==> src/rtl/core/modbus_ascii_frame_receiver_defines.svh <==
// ---------------------------------------------------------------------------
// Modbus ASCII frame receiver assertion macros
// Shared concurrent assertion forms, clocked on clock and quiet in reset.
// ---------------------------------------------------------------------------
`ifndef MODBUS_ASCII_FRAME_RECEIVER_DEFINES_SVH
`define MODBUS_ASCII_FRAME_RECEIVER_DEFINES_SVH

// Check cons in the same cycle as ante
`define MAFR_ASSERT_SAME(label, ante, cons, msg) \
   label: assert property (@(posedge clock) disable iff (reset) (ante) |-> (cons)) \
      else $error(msg);

// Check cons in the cycle after ante
`define MAFR_ASSERT_NEXT(label, ante, cons, msg) \
   label: assert property (@(posedge clock) disable iff (reset) (ante) |=> (cons)) \
      else $error(msg);

`endif

==> src/rtl/core/mafr_pkg.sv <==
// ---------------------------------------------------------------------------
// Modbus ASCII frame receiver package
// Phase type, action and status codes, character codes and hex decode.
// ---------------------------------------------------------------------------
package mafr_pkg;

   typedef enum logic [1:0] {
      PH_HUNT = 2'd0,
      PH_HIGH = 2'd1,
      PH_LOW  = 2'd2,
      PH_LF   = 2'd3
   } phase_type;

   localparam logic [1:0] ACT_ARM  = 2'd0;
   localparam logic [1:0] ACT_CHAR = 2'd1;
   localparam logic [1:0] ACT_TICK = 2'd2;

   localparam logic [1:0] ST_OK       = 2'd0;
   localparam logic [1:0] ST_TIMEOUT  = 2'd1;
   localparam logic [1:0] ST_BADMSG   = 2'd2;
   localparam logic [1:0] ST_OVERFLOW = 2'd3;

   localparam logic       KIND_DATA = 1'b0;
   localparam logic       KIND_END  = 1'b1;

   localparam logic       CSR_CHAR_TIMEOUT = 1'b0;
   localparam logic       CSR_RESP_TIMEOUT = 1'b1;

   localparam logic [7:0] CH_COLON = 8'h3A;
   localparam logic [7:0] CH_CR    = 8'h0D;
   localparam logic [7:0] CH_LF    = 8'h0A;
   localparam logic [7:0] HEX_ALPHA_OFFSET = 8'd10;

   typedef struct packed {
      logic       ok;
      logic [3:0] nibble;
   } hex_type;

   // Decode one ASCII hex digit, either case
   function automatic hex_type hex_decode(input logic [7:0] ch);
      hex_type    res;
      logic [7:0] v;
      res = '0;
      v   = '0;
      if (ch >= "0" && ch <= "9") begin
         v = ch - 8'("0");
         res.ok = 1'b1;
      end else if (ch >= "A" && ch <= "F") begin
         v = ch - 8'("A") + HEX_ALPHA_OFFSET;
         res.ok = 1'b1;
      end else if (ch >= "a" && ch <= "f") begin
         v = ch - 8'("a") + HEX_ALPHA_OFFSET;
         res.ok = 1'b1;
      end
      res.nibble = v[3:0];
      return res;
   endfunction

endpackage

==> src/rtl/core/modbus_ascii_frame_receiver.sv <==
// ---------------------------------------------------------------------------
// Modbus ASCII frame receiver
// Hunts for ':', decodes hex pairs into bytes, checks CR LF, length and LRC, and times out.
// ---------------------------------------------------------------------------
// The block takes one transaction per clock cycle: arm, received character
// or timer tick. Each transaction updates the frame state in a single
// registered pass and yields at most one result, held in the output
// register from the cycle after acceptance. req_ready drops only while a result
// sits in that register and rsp_ready is low, so the sustained rate is one
// transaction per cycle whenever the result side keeps up. No clearing pass
// follows reset. Timeouts are counted in tick transactions; a timeout
// register of zero disables that timeout.
`include "modbus_ascii_frame_receiver_defines.svh"

module modbus_ascii_frame_receiver
   import mafr_pkg::*;
#(
   parameter int MAX_FRAME_BYTES = 256,
   parameter int MIN_FRAME_BYTES = 3
) (
   input  logic        clock,
   input  logic        reset,
   // configuration
   input  logic        csr_we,
   input  logic        csr_index,
   input  logic [23:0] csr_wdata,
   // request channel
   input  logic        req_valid,
   output logic        req_ready,
   input  logic [1:0]  req_action,
   input  logic [7:0]  req_character,
   input  logic        req_wait_response,
   // response channel
   output logic        rsp_valid,
   input  logic        rsp_ready,
   output logic        rsp_kind,
   output logic [7:0]  rsp_data_byte,
   output logic [7:0]  rsp_byte_index,
   output logic [1:0]  rsp_status,
   output logic [7:0]  rsp_unit_address,
   output logic [7:0]  rsp_pdu_length
);

   localparam int CNT_TOP = (MAX_FRAME_BYTES > MIN_FRAME_BYTES) ?
                            MAX_FRAME_BYTES : MIN_FRAME_BYTES;
   localparam int CNT_W   = $clog2(CNT_TOP + 1);
   localparam logic [CNT_W-1:0] CNT_MAX = CNT_W'(MAX_FRAME_BYTES);
   localparam logic [CNT_W-1:0] CNT_MIN = CNT_W'(MIN_FRAME_BYTES);
   localparam logic [CNT_W-1:0] CNT_ADDR_LRC = CNT_W'(2);

   // configuration registers
   logic [23:0]      char_to_ff, resp_to_ff;

   // frame state
   phase_type        phase_ff, phase_in;
   logic             start_to_ff, start_to_in;
   logic [3:0]       nib_ff, nib_in;
   logic             bad_high_ff, bad_high_in;
   logic [CNT_W-1:0] cnt_ff, cnt_in;
   logic [7:0]       lrc_ff, lrc_in;
   logic [7:0]       addr_ff, addr_in;
   logic [23:0]      idle_ff, idle_in;

   // result register
   logic             rsp_valid_ff, rsp_valid_in;
   logic             rsp_kind_ff, rsp_kind_in;
   logic [7:0]       rsp_data_ff, rsp_data_in;
   logic [7:0]       rsp_index_ff, rsp_index_in;
   logic [1:0]       rsp_status_ff, rsp_status_in;
   logic [7:0]       rsp_addr_ff, rsp_addr_in;
   logic [7:0]       rsp_pdu_ff, rsp_pdu_in;

   // decode events
   logic             req_fire;
   logic             fin, emit, colon_hit, take_high, tick_inc;
   logic [1:0]       fin_status;
   logic [23:0]      limit, idle_inc;
   hex_type          hex;
   logic [7:0]       byte_val;

   assign req_ready = !rsp_valid_ff || rsp_ready;
   assign req_fire  = req_valid && req_ready;
   assign hex       = hex_decode(req_character);
   assign idle_inc  = idle_ff + 24'd1;
   assign byte_val  = {nib_ff, hex.nibble};
   assign limit     = (phase_ff == PH_HUNT) ? (start_to_ff ? resp_to_ff : 24'd0)
                                            : char_to_ff;

   // next phase and frame events
   always_comb begin
      phase_in   = phase_ff;
      fin        = 1'b0;
      fin_status = ST_OK;
      emit       = 1'b0;
      colon_hit  = 1'b0;
      take_high  = 1'b0;
      tick_inc   = 1'b0;
      case (req_action)
         ACT_ARM: begin
            phase_in = PH_HUNT;
         end
         ACT_TICK: begin
            if (limit != 24'd0) begin
               tick_inc = 1'b1;
               if (idle_inc >= limit) begin
                  fin        = 1'b1;
                  fin_status = ST_TIMEOUT;
               end
            end
         end
         ACT_CHAR: begin
            case (phase_ff)
               PH_HUNT: begin
                  if (req_character == CH_COLON) begin
                     colon_hit = 1'b1;
                     phase_in  = PH_HIGH;
                  end
               end
               PH_HIGH: begin
                  if (req_character == CH_CR) begin
                     phase_in = PH_LF;
                  end else if (cnt_ff >= CNT_MAX) begin
                     fin        = 1'b1;
                     fin_status = ST_OVERFLOW;
                  end else begin
                     take_high = 1'b1;
                     phase_in  = PH_LOW;
                  end
               end
               PH_LOW: begin
                  if (bad_high_ff || !hex.ok) begin
                     fin        = 1'b1;
                     fin_status = ST_BADMSG;
                  end else begin
                     emit     = 1'b1;
                     phase_in = PH_HIGH;
                  end
               end
               default: begin
                  fin = 1'b1;
                  if (req_character != CH_LF || cnt_ff < CNT_MIN || lrc_ff != 8'd0) begin
                     fin_status = ST_BADMSG;
                  end
               end
            endcase
         end
         default: begin
         end
      endcase
      if (fin) begin
         phase_in = PH_HUNT;
      end
   end

   // frame datapath and result fields
   always_comb begin
      start_to_in   = start_to_ff;
      nib_in        = nib_ff;
      bad_high_in   = bad_high_ff;
      cnt_in        = cnt_ff;
      lrc_in        = lrc_ff;
      addr_in       = addr_ff;
      idle_in       = idle_ff;
      rsp_kind_in   = KIND_DATA;
      rsp_data_in   = '0;
      rsp_index_in  = '0;
      rsp_status_in = ST_OK;
      rsp_addr_in   = '0;
      rsp_pdu_in    = '0;
      if (req_action == ACT_CHAR) begin
         idle_in = '0;
      end
      if (tick_inc) begin
         idle_in = idle_inc;
      end
      if (take_high) begin
         bad_high_in = !hex.ok;
         nib_in      = hex.ok ? hex.nibble : 4'd0;
      end
      if (emit) begin
         rsp_data_in  = byte_val;
         rsp_index_in = 8'(cnt_ff);
         if (cnt_ff == '0) begin
            addr_in = byte_val;
         end
         lrc_in = lrc_ff + byte_val;
         cnt_in = cnt_ff + CNT_W'(1);
         nib_in = '0;
      end
      if (fin) begin
         rsp_kind_in   = KIND_END;
         rsp_status_in = fin_status;
         if (fin_status == ST_OK) begin
            rsp_addr_in = addr_ff;
            rsp_pdu_in  = 8'(cnt_ff - CNT_ADDR_LRC);
         end
         start_to_in = 1'b0;
      end
      if (req_action == ACT_ARM) begin
         start_to_in = req_wait_response;
      end
      // clear the frame on arm, on start character and after an end result
      if (req_action == ACT_ARM || colon_hit || fin) begin
         nib_in      = '0;
         bad_high_in = 1'b0;
         cnt_in      = '0;
         lrc_in      = '0;
         addr_in     = '0;
         idle_in     = '0;
      end
   end

   // hold a result until taken, load a new one on a producing transaction
   always_comb begin
      rsp_valid_in = rsp_valid_ff;
      if (rsp_ready) begin
         rsp_valid_in = 1'b0;
      end
      if (req_fire && (fin || emit)) begin
         rsp_valid_in = 1'b1;
      end
   end

   // control registers
   always_ff @(posedge clock) begin
      if (reset) begin
         char_to_ff   <= '0;
         resp_to_ff   <= '0;
         phase_ff     <= PH_HUNT;
         start_to_ff  <= 1'b0;
         nib_ff       <= '0;
         bad_high_ff  <= 1'b0;
         cnt_ff       <= '0;
         lrc_ff       <= '0;
         addr_ff      <= '0;
         idle_ff      <= '0;
         rsp_valid_ff <= 1'b0;
      end else begin
         if (csr_we) begin
            if (csr_index == CSR_CHAR_TIMEOUT) begin
               char_to_ff <= csr_wdata;
            end else begin
               resp_to_ff <= csr_wdata;
            end
         end
         if (req_fire) begin
            phase_ff    <= phase_in;
            start_to_ff <= start_to_in;
            nib_ff      <= nib_in;
            bad_high_ff <= bad_high_in;
            cnt_ff      <= cnt_in;
            lrc_ff      <= lrc_in;
            addr_ff     <= addr_in;
            idle_ff     <= idle_in;
         end
         rsp_valid_ff <= rsp_valid_in;
      end
   end

   // result payload
   always_ff @(posedge clock) begin
      if (req_fire && (fin || emit)) begin
         rsp_kind_ff   <= rsp_kind_in;
         rsp_data_ff   <= rsp_data_in;
         rsp_index_ff  <= rsp_index_in;
         rsp_status_ff <= rsp_status_in;
         rsp_addr_ff   <= rsp_addr_in;
         rsp_pdu_ff    <= rsp_pdu_in;
      end
   end

   assign rsp_valid        = rsp_valid_ff;
   assign rsp_kind         = rsp_kind_ff;
   assign rsp_data_byte    = rsp_data_ff;
   assign rsp_byte_index   = rsp_index_ff;
   assign rsp_status       = rsp_status_ff;
   assign rsp_unit_address = rsp_addr_ff;
   assign rsp_pdu_length   = rsp_pdu_ff;

   // assertions
   `MAFR_ASSERT_SAME(a_ready_stall, !req_ready, rsp_valid_ff && !rsp_ready,
      "request stalled without a waiting result")
   `MAFR_ASSERT_SAME(a_count_bound, 1'b1, cnt_ff <= CNT_MAX,
      "byte count beyond frame limit")
   `MAFR_ASSERT_NEXT(a_end_hunts, req_fire && fin,
      phase_ff == PH_HUNT && !start_to_ff && cnt_ff == '0,
      "frame state not cleared after end result")
   `MAFR_ASSERT_SAME(a_err_fields,
      rsp_valid_ff && (rsp_kind_ff == KIND_DATA || rsp_status_ff != ST_OK),
      rsp_addr_ff == 8'd0 && rsp_pdu_ff == 8'd0,
      "address or length set on a non-ok result")

endmodule

==> config.mk <==
export PLATFORM = sky130hd
export DESIGN_NAME = modbus_ascii_frame_receiver
export DESIGN_NICKNAME = d
export VERILOG_FILES = /design/src/rtl/core/mafr_pkg.sv /design/src/rtl/core/modbus_ascii_frame_receiver.sv
export VERILOG_INCLUDE_DIRS = /design/src /design/src/rtl/core
export SDC_FILE = /design/constraint.sdc
export NUM_CORES = 1
export LEC_CHECK = 0
export BUFFER_PORTS_ARGS = -buffer_cell sky130_fd_sc_hd__buf_4
export CAP_MARGIN = 5
export CORE_MARGIN = 5
export CORE_UTILIZATION = 27
export CTS_CLUSTER_SIZE = 16
export DETAILED_ROUTE_END_ITERATION = 12
export SETUP_SLACK_MARGIN = 0.1
export SLEW_MARGIN = 10
export SYNTH_ARGS = -nofsm -noshare
export SYNTH_HDL_FRONTEND = slang
export SYNTH_SLANG_ARGS = --single-unit
==> constraint.sdc <==
create_clock -name clock -period 7.3 [get_ports clock]
set_clock_uncertainty 0.15 [all_clocks]
set_input_delay 1.46 -clock clock [delete_from_list [all_inputs] [get_ports clock]]
set_output_delay 1.46 -clock clock [all_outputs]
set_load 0.05 [all_outputs]
## Word level (Yosys, flattened, before mapping)

Index checks and enable logic that the tools add are counted.

| word-level totals | value |
|---|---|
| input bits | 41 |
| bits in registers | 141 |
| logic and storage cells | 148 |
| latch bits | 0 |
| memory bits (read-only) | 0 |
| output and inout bits | 37 |
| memories kept | 0 |
| memory bits (writable) | 0 |

| cells by class | value |
|---|---|
| mux-type cells | 63 |
| shift-type cells | 0 |
| magnitude comparators | 9 |
| add/sub/neg operators | 9 |
| $mul | 0 |
| bitwise logic cells | 1 |
| div/mod/pow operators | 0 |
| equal/unequal tests | 11 |
| reductions and logical operators | 38 |

Operators with widths:

| operator | number |
|---|---|
| $mux W24 | 5 |
| $mux W8 | 5 |
| $mux W1 | 29 |
| $mux W4 | 7 |
| $add A24 B1 Y24 const B | 1 |
| $ge A24 B24 Y1 | 1 |
| $reduce_bool A24 Y1 | 1 |
| $mux W2 | 9 |
| $mux W9 | 2 |
| $ge A8 B7 Y1 const B | 2 |
| $le A8 B7 Y1 const B | 2 |
| $reduce_and A2 Y1 | 8 |
| $pmux W2 S3 | 2 |
| $sub A4 B1 Y4 const B | 3 |
| $reduce_bool A2 Y1 | 5 |
| $add A9 B1 Y9 const B | 1 |
| $ge A9 B9 Y1 const B | 1 |
| $logic_not A9 Y1 | 1 |
| $lt A9 B2 Y1 const B | 1 |
| $reduce_bool A3 Y1 | 3 |
| $add A4 B4 Y4 const B | 2 |
| $add A8 B8 Y8 | 1 |
| $eq A8 B4 Y1 const B | 1 |
| $eq A8 B6 Y1 const B | 1 |
| other kinds (20) | 37 |

## Logic depth before layout (Yosys ltp)

Gate-level depths: netlist of run 1.

| logic depth | value |
|---|---|
| depth after elaboration | 13 |
| gate-level depth with buffers | 21 |
| mapped depth without buffers | 18 |

## Worst setup path after synthesis of run 1

OpenSTA, ideal clock, no wires.

| timing path | value |
|---|---|
| path type | register to register |
| start | register idle_ff[0] |
| end | register rsp_index_ff[0], in the netlist rsp_byte_index[0], enable pin |
| slack | 1.852 ns |
| setup time | 0.439 ns |
| arrival | 4.859 ns |
| stages on the path, launching flop included | 17 |
| cell sequence | dfxtp_1 > ha_1 > and3_1 > and3_1 > clkbuf_1 > nand3_1 > nor2_1 > and3_1 > clkbuf_1 > nand2_1 > xnor2_1 > ha_1 > nand4_1 > o21ai_0 > a21oi_1 > o31a_1 > a21oi_1 |

| between the ends | value |
|---|---|
| longest elaborated chain between the ends | 7 |

RTL lines:

| item | RTL line | source |
|---|---|---|
| start: declaration | modbus_ascii_frame_receiver.sv:62 | `logic [23:0] idle_ff, idle_in;` |
| start signal: assignment | modbus_ascii_frame_receiver.sv:254 | `idle_ff <= idle_in;` |
| $add A24 B1 Y24 | modbus_ascii_frame_receiver.sv:84 | `assign idle_inc = idle_ff + 24'd1;` |
| $ge A24 B24 Y1 | modbus_ascii_frame_receiver.sv:105 | `if (idle_inc >= limit) begin` |
| $mux W1 | modbus_ascii_frame_receiver.sv:105 |  |
| $mux W1 | modbus_ascii_frame_receiver.sv:103 | `if (limit != 24'd0) begin` |
| $pmux W1 S2 | modbus_ascii_frame_receiver.sv:98 | `case (req_action)` |
| $logic_or A1 B1 Y1 | modbus_ascii_frame_receiver.sv:262 | `if (req_fire && (fin \|\| emit)) begin` |
| $logic_and A1 B1 Y1 | modbus_ascii_frame_receiver.sv:262 |  |
| end signal: assignment | modbus_ascii_frame_receiver.sv:265 | `rsp_index_ff <= rsp_index_in;` |
| end: declaration | modbus_ascii_frame_receiver.sv:68 | `logic [7:0] rsp_index_ff, rsp_index_in;` |

Every way passes these cells.
A chain may end at the register's enable or synchronous reset.

## Worst setup path in the final report of run 1

| timing path | value |
|---|---|
| start | register idle_ff[2] |
| end | register idle_ff[21] |

| between the ends | value |
|---|---|
| longest elaborated chain between the ends | 8 |
| elaborated cells between the ends (all ways) | 10 |

RTL lines:

| item | RTL line | source |
|---|---|---|
| $add A24 B1 Y24 (*) | modbus_ascii_frame_receiver.sv:84 |  |
| $ge A24 B24 Y1 | modbus_ascii_frame_receiver.sv:105 |  |
| $mux W1 | modbus_ascii_frame_receiver.sv:105 |  |
| $mux W1 | modbus_ascii_frame_receiver.sv:103 |  |
| $pmux W1 S2 | modbus_ascii_frame_receiver.sv:98 |  |
| $logic_or A1 B1 Y1 | modbus_ascii_frame_receiver.sv:203 | `if (req_action == ACT_ARM \|\| colon_hit \|\| fin) begin` |
| $reduce_bool A3 Y1 (no source line) | - |  |
| $reduce_and A2 Y1 (no source line) | - |  |

Every way passes the cells marked *; elsewhere a longest branch is shown, timed or not.

==> results.cfg, run 1 <==
[logic_synthesis]
synthSimpleGateAreaFrac_pct = 22.6
synth.distinct_cells = 69
synthAdderAreaFrac_pct = 7.31
syn_avg_cell_area_sq_um = 8.81
synth-async-reset-ratio_pct = 0
muxShareOfSynthArea_pct = 0.802
syn_inst = 886
synth_compound_area_share_pct = 20.3
yosysSeqAreaShare_pct = 40.7
synth-xor-area-share_pct = 3.70
syn_area_sq_um = 7800
synth.ff_latch_count = 141
synth_top_family_by_area = simple AND/OR/NAND/NOR gates
synth-edff-count = 35
syn_nets = 972
synthFlopType = dfxtp_1
ys_warn_count = 0

[clock_tree]
hold_buffers = 0
cts_resized = 0
htreeDepth = 4
numCtsBuffers = 17
clockBufferDepth = 2
clock_latency_ns = 0.42
cts_root_buf = clkbuf_16
cts.sinks = 141
clkTransAtPathRegs_ns = 0.06
cts_setup_buffers = 0
cts_tree = yes

[global_routing]
grt_max_degree = 70
overflow = 0
antenna_found_initial = 0
track_usage_pct = 12.5
first_global_vias = 6371
grt_pass1_wl_um = 33200

[critical_path]
arrival_ns = 4.97
slowest_stage = a211oi_4
critPathMaxStageDelay_ns = 0.92
r2r_end = idle_ff[21]
path_cells = and3_1, and3_1, and3_1, and3_1, nand3_1, nor2_1, xor2_1, ha_1, a21o_1, a21o_1, a21oi_1, o21ai_0, a21o_1, a211oi_4, o21ai_0, a31oi_1
crit_required_ns = 7.50
critPathBufInv = 0
setup.worst_path.class = reg -> reg
critPathTopFamily = compound AO/OA/AOI/OAI gates
r2r_cells = 16
endpoint_kind = flip-flop
crit_path_frequent_cell = and3_1
ff2ff_setup_slack_ns = 2.53
critical_path.max_fanout = 27
r2r-start = idle_ff[2]
path_depth = 16
start_kind = flip-flop

[sta]
grt_setup_unrepaired = no
setup_viol = 0
clock.fmax_mhz = 210
hold_viol = 0
holdWs_ns = 0.296
min_period_over_period_pct = 65.3
fin_crit_ns = 4.77
slew_viol_final = 0
slew_headroom_pct = 27.8
worst_slew_pin_slew_ns = 1.08
tns_ns = 0

[worst_hold_path]
worstHoldPathCells = 2
hp-class = reg -> reg
worstHoldStart = addr_ff[1]
min_to = addr_ff[1]

[routing]
vias_per_cell = 4.93
routedWlPerCell_um = 15.1
ant_nets = 0
drt_iter0_drc = 344
route.vias.total = 6556
finalWirelength_um = 20100
drtPass1Iterations = 5
drcViolationCount = 0

[finish]
final_cell_mix = nand2_1 (158), dfxtp_1 (106), a21oi_1 (89)
multiInputGateArea_sq_um = 4280
regArea_sq_um = 3170
fillers = 2971
n_antenna_cell = 0
fin_nets = 1020
post-route-util_pct = 32.2
final_common_cell = nand2_1
drive_gt1_share_pct = 15.1
area_growth_syn_to_layout_pct = 18.2

[floorplanning]
initial_core_util_pct = 27.3
ios = 78
die_h_um = 180
coreArea_sq_um = 28600
fp-row-count = 62
die_w_um = 180
dieArea_sq_um = 32400

[outcome]
status = finished, final reports clean

[power]
p_leak_nw = 3.58
ir_drop_mv = 0.155
p_per_area_nw_per_um2 = 199

[placement]
io_buffer_count = 77
globalplace.congestion = 0.789
hpwl_um = 14500

[run]
cap_viol_max_count = 0
==> logic make-up (layout without fill, tap and decap cells) <==
logic type | Yosys count | after routing
compound gates | 244 | 244
xor+xnor | 33 | 33
fa+ha+maj | 45 | 45
buf+inv | 74 | 135
flops | 141 | 141
mux | 6 | 6
simple gates | 343 | 343
==> cells in the mapped netlist, types with 18 or more instances <==
cell type | n | share of area [%]
a21oi_1 | 90 | 5.8
xnor2_1 | 21 | 2.4
and2_1 | 28 | 2.2
nand4_1 | 20 | 1.6
and3_1 | 19 | 1.5
nand2_1 | 158 | 7.6
nor2_1 | 34 | 1.6
o21ai_1 | 18 | 1.2
edfxtp_1 | 35 | 13
dfxtp_1 | 106 | 27
inv_1 | 21 | 1.0
o21a_1 | 18 | 1.7
a31oi_1 | 22 | 1.8
o21ai_0 | 25 | 1.6
clkbuf_1 | 30 | 1.4
ha_1 | 44 | 7.1
==> how the worst max path moves through the flow <==
stage | start | end | slack [ns]
global route | idle_ff[0] | idle_ff[21] | 2.14
finish | idle_ff[2] | idle_ff[21] | 2.53
CTS | idle_ff[0] | rsp_status[0] | 2.31
global placement | idle_ff[0] | rsp_byte_index[0] | 2.48
floorplan | idle_ff[0] | rsp_byte_index[0] | 1.85
detailed placement | idle_ff[0] | rsp_pdu_length[0] | 2.33
==> where the power goes <==
group	internal, mW	leakage [nW]	switching [mW]
clock network	0.496	0.280	0.366
logic	0.0527	2.12	0.105
registers	0.813	1.19	0.00716
==> through the flow <==
step	instances	setup WS [ns]	total power [mW]	instance area [sq um]
finish	1331	2.53	1.84	9220
global route	1331	2.14	1.92	9220
CTS	1330	2.31	1.86	9200
detailed placement	1298	2.33	0.995	8620
global placement	1298	2.48	0.993	8620
floorplan	886	1.85	0.942	7800
==> routing by layer <==
layer / track usage (%) / wire length [um] / up-vias
met4: 4.27 / 409 / 0
met2: 18.9 / 8990 / 171
li1: - / - / 3276
met5: 0 / 0 / -
met3: 3.09 / 1060 / 25
met1: 17.4 / 9690 / 3084
==> flip-flops by register name, summed over array words and instances (netlist names) <==
name	flops
addr_ff	8
bad_high_ff	1
char_to_ff	24
cnt_ff	9
idle_ff	24
lrc_ff	8
nib_ff	4
phase_ff	2
resp_to_ff	24
rsp_byte_index	8
rsp_data_byte	8
rsp_kind	1
rsp_pdu_length	8
rsp_status	2
rsp_unit_address	8
rsp_valid	1
start_to_ff	1
==> worst min-delay path, stage by stage, from the launching register on <==
cell	delay [ns]
dfxtp_1	0.31
nand2_1	0.05
o21ai_1	0.05
==> area by class of cell <==
class	instances	area share (%)
Sequential cell	141	34.4
Timing Repair Buffer	82	6.81
Clock inverter	13	1.40
Tap cell	384	5.21
Inverter	21	0.855
Multi-Input combinational cell	671	46.4
Clock buffer	19	4.92
Power figures use the tool's default switching activity.
==> inputs of run 2 (changes only) <==
==> constraint.sdc (replaced) <==
create_clock -name clock -period 4.21 [get_ports clock]
set_clock_uncertainty 0.15 [all_clocks]
set_input_delay 0.842 -clock clock [delete_from_list [all_inputs] [get_ports clock]]
set_output_delay 0.842 -clock clock [all_outputs]
set_load 0.05 [all_outputs]
==> results.cfg, run 2 (synthesis results as in run 1) <==
[clock_tree]
cts.sinks = 141
numCtsBuffers = 17
cts_root_buf = clkbuf_16
clockBufferDepth = 2
clock_latency_ns = 0.43
clkTransAtPathRegs_ns = 0.06
cts_tree = yes
hold_buffers = 0
htreeDepth = 4

[floorplanning]
ios = 78
initial_core_util_pct = 27.3
fp-row-count = 62
coreArea_sq_um = 28600
die_w_um = 180
dieArea_sq_um = 32400
die_h_um = 180

[critical_path]
setup.worst_path.class = reg -> reg
crit_path_frequent_cell = and3_4
arrival_ns = 4.19
crit_required_ns = 4.42
start_kind = flip-flop
critPathBufInv = 0
slowest_stage = or4_4
endpoint_kind = flip-flop
critPathTopFamily = simple AND/OR/NAND/NOR gates
critPathMaxStageDelay_ns = 0.55
critical_path.max_fanout = 8
path_cells = and3_4, and3_4, and3_4, and3_4, and3_4, xor2_1, ha_1, nand4_1, nor2_1, o2111ai_1, o211ai_1, a21oi_2, o31a_1, or4_4, a21oi_2

[sta]
worst_slew_pin_slew_ns = 1.03
clock.fmax_mhz = 252
slew_headroom_pct = 31.5
setup_viol = 0
min_period_over_period_pct = 94.4
fin_crit_ns = 3.98
grt_setup_unrepaired = yes
hold_viol = 0
slew_viol_final = 0
tns_ns = 0

[global_routing]
grt_pass1_wl_um = 33500
antenna_found_initial = 0
track_usage_pct = 12.5
overflow = 0
grt_max_degree = 65
first_global_vias = 6474

[routing]
finalWirelength_um = 20700
route.vias.total = 6632
ant_nets = 0
drt_iter0_drc = 295
vias_per_cell = 4.90
drtPass1Iterations = 4
routedWlPerCell_um = 15.3
drcViolationCount = 0

[finish]
n_antenna_cell = 0
fin_nets = 1043
post-route-util_pct = 33.2
stdcell_count = 1354
drive_gt1_share_pct = 19.8
final_common_cell = nand2_1
final_cell_mix = nand2_1 (158), dfxtp_1 (103), buf_4 (102)
area_growth_syn_to_layout_pct = 21.8
top_regs = char_to_ff (24), idle_ff (24), resp_to_ff (24)

[power]
power.total_mw = 3.14
p_per_area_nw_per_um2 = 331
p_leak_nw = 3.68
ir_drop_mv = 0.158

[placement]
hpwl_um = 14900
place_inst = 1314
globalplace.congestion = 0.818
io_buffer_count = 77

[run]
cap_viol_max_count = 0

[worst_hold_path]
hp-class = reg -> reg

[outcome]
status = finished, final reports clean
run 2: repair_timing:
item	4_1_cts	5_1_grt
setup buffers	2	6
resized for setup	2	24
pin swaps	2	10
gates cloned	0	0
setup endpoints to repair	39	109
run 2: metal layers:
layer / GRT usage (%) / wire [um] / up-vias
li1: - / - / 3331
met1: 16.5 / 9730 / 3130
met2: 20.1 / 9540 / 149
met3: 3.33 / 1120 / 22
met4: 3.44 / 330 / 0
met5: 0 / 0 / -
run 2: area by class of cell:
type                            count  area [sq um]
Sequential cell                   141          3180
Timing Repair Buffer              105           817
Fill cell                        2960         19100
Inverter                           21          78.8
Clock inverter                     14           121
Multi-Input combinational cell    671          4390
Tap cell                          384           480
Clock buffer                       18           439
run 2: worst paths after layout:
path | startpoint | to | slack (ns) | cells past startpoint
hold reg to reg | char_to_ff[15] | char_to_ff[15] | 0.30 | 2
hold / removal | char_to_ff[15] | char_to_ff[15] | 0.30 | 2
setup / recovery | idle_ff[1] | cnt_ff[6] | 0.23 | 15
setup reg to reg | idle_ff[1] | cnt_ff[6] | 0.23 | 15
run 2: where the power goes:
| part | internal (mW) | switching, mW | total [mW] | leakage, nW |
|---|---|---|---|---|
| registers | 1.41 | 0.0139 | 1.42 | 1.19 |
| logic | 0.103 | 0.183 | 0.286 | 2.22 |
| clock network | 0.790 | 0.646 | 1.44 | 0.271 |
| total | 2.30 | 0.843 | 3.14 | 3.68 |
run 2: worst register-to-register path, delay by kind of cell (launching register included):
family / cells / cell delay (ns)
AO/OA/AOI/OAI: 5 / 1.17
XOR/XNOR: 1 / 0.20
AND/OR/NAND/NOR: 8 / 1.84
flip-flops: 1 / 0.36
adder cells (fa/ha/maj): 1 / 0.19
run 2: stage by stage:
| stage | area (sq um) | hold slack, ns | setup WS (ns) |
|---|---|---|---|
| final | 9500 | 0.303 | 0.235 |
| after global routing | 9500 | 0.318 | 0.0638 |
| after CTS | 9360 | 0.305 | 0.101 |
| after detailed placement | 8780 | 0.295 | 0.0501 |
| after global placement | 8780 | 0.292 | 0.147 |
| after floorplan | 7830 | 0.274 | 0.106 |
==> inputs of run 3 (changes only) <==
--- a/config.mk
+++ b/config.mk
@@ -12,6 +12,7 @@
 export CORE_UTILIZATION = 27
 export CTS_CLUSTER_SIZE = 16
 export DETAILED_ROUTE_END_ITERATION = 12
+export GPL_TIMING_DRIVEN = 0
 export SETUP_SLACK_MARGIN = 0.1
 export SLEW_MARGIN = 10
 export SYNTH_ARGS = -nofsm -noshare
==> results.cfg, run 3 (synthesis results as in run 1) <==
[outcome]
status = finished, final reports clean

[power]
ir_drop_mv = 0.257
p_leak_nw = 3.82
p_per_area_nw_per_um2 = 333
power.total_mw = 3.25

[finish]
regArea_sq_um = 3180
drive_gt1_share_pct = 20.3
n_antenna_cell = 0
multiInputGateArea_sq_um = 4470
area_growth_syn_to_layout_pct = 25.1
fin_nets = 1077
post-route-util_pct = 34.1
final_common_cell = nand2_1
top_regs = char_to_ff (24), idle_ff (24), resp_to_ff (24)
fillers = 2945
final_cell_mix = nand2_1 (157), dfxtp_1 (103), a21oi_1 (84), buf_4 (84), ha_1 (43)

[sta]
min_period_over_period_pct = 94.4
worst_slew_pin_slew_ns = 0.931
holdWs_ns = 0.300
setup_viol = 0
hold_viol = 0
tns_ns = 0
slew_headroom_pct = 38.0
slew_viol_final = 0
grt_setup_unrepaired = yes
clock.fmax_mhz = 252
fin_crit_ns = 3.97

[clock_tree]
hold_buffers = 0
htreeDepth = 4
clockBufferDepth = 2
numCtsBuffers = 17
cts_tree = yes
cts_root_buf = clkbuf_16
cts.sinks = 141
clock_latency_ns = 0.43
clkTransAtPathRegs_ns = 0.06

[routing]
ant_nets = 0
vias_per_cell = 4.93
route.vias.total = 6843
routedWlPerCell_um = 15.7
drtPass1Iterations = 5
finalWirelength_um = 21800
drcViolationCount = 0
drt_iter0_drc = 391

[critical_path]
r2r_end = cnt_ff[8]
critical_path.max_fanout = 6
critPathBufInv = 2
crit_required_ns = 4.41
start_kind = flip-flop
setup.worst_path.class = reg -> reg
path_cells = ha_4, and3_4, and3_1, buf_4, nand3_4, nor2_4, and3_1, clkbuf_2, nand2_1, xnor2_2, ha_1, nand4_1, nor2_2, a21oi_4, o31a_1, or4_1, a21oi_1
critPathMaxStageDelay_ns = 0.52
crit_path_frequent_cell = and3_1
endpoint_kind = flip-flop
r2r_cells = 17
critPathTopFamily = simple AND/OR/NAND/NOR gates
ff2ff_setup_slack_ns = 0.24
slowest_stage = or4_1
crit_start = idle_ff[0]
r2r-start = idle_ff[0]
arrival_ns = 4.18

[placement]
io_buffer_count = 76
hpwl_um = 16100
globalplace.congestion = 0.849

[global_routing]
overflow = 0
track_usage_pct = 13.2
first_global_vias = 6632
antenna_found_initial = 0
grt_pass1_wl_um = 35000
grt_max_degree = 19

[worst_hold_path]
worstHoldStart = addr_ff[3]
worstHoldPathCells = 2
min_to = addr_ff[3]
hp-class = reg -> reg

[floorplanning]
ios = 78
die_h_um = 180
die_w_um = 180
coreArea_sq_um = 28600
dieArea_sq_um = 32400
initial_core_util_pct = 27.3
fp-row-count = 62

[run]
cap_viol_max_count = 0
-- run 3: tightest hold or removal path: stages, from the launching register on --
cell     delay [ns]
dfxtp_1        0.30
nand2_1        0.05
mux2i_1        0.05
-- run 3: timing repair --
item                                    CTS  global route
endpoints found under the setup margin  111            97
buffers inserted                          6             2
cloned                                    1             1
gates resized for setup                  24            28
pin swaps                                 9            11
-- run 3: through the flow --
step	instances	worst slack (ns)	instance area, sq um
after floorplan	886	0.106	7830
after global placement	1346	-0.794	8880
after detailed placement	1346	-0.840	8880
after CTS	1385	0.0991	9640
after global routing	1388	0.0543	9760
final	1388	0.236	9760
-- run 3: where the power goes --
group | total (mW) | internal (mW) | switching (mW)
clock | 1.52 | 0.862 | 0.658
sequential | 1.42 | 1.41 | 0.0174
combinational | 0.310 | 0.113 | 0.196
-- run 3: cell type report --
cell class / instances / area share, %
multi-input cells: 672 / 45.8
plain buffers: 53 / 3.14
well taps: 384 / 4.92
clock buffers: 19 / 4.65
repair buffers: 85 / 6.79
flip-flops and latches: 141 / 32.6
inverters: 21 / 0.808
clock inverters: 13 / 1.28
-- run 3: worst max path at each step --
stage | slack (ns) | depth (start not counted) | end
2_1_floorplan | 0.11 | 15 | rsp_byte_index[0]
3_3_place_gp | -0.79 | 16 | rsp_unit_address[1]
3_5_place_dp | -0.84 | 16 | rsp_pdu_length[7]
4_1_cts | 0.1 | 18 | rsp_pdu_length[7]
5_1_grt | 0.05 | 18 | cnt_ff[2]
6_report | 0.24 | 17 | cnt_ff[8]
-- run 3: per-layer routing --
layer	track usage (%)	up-vias	part of all wire (%)	wire (um)
li1	-	3405	-	-
met5	0	-	0	0
met3	2.73	31	5.6	1230
met1	18.0	3198	47	10300
met4	3.54	0	1.7	361
met2	21.2	209	45	9880
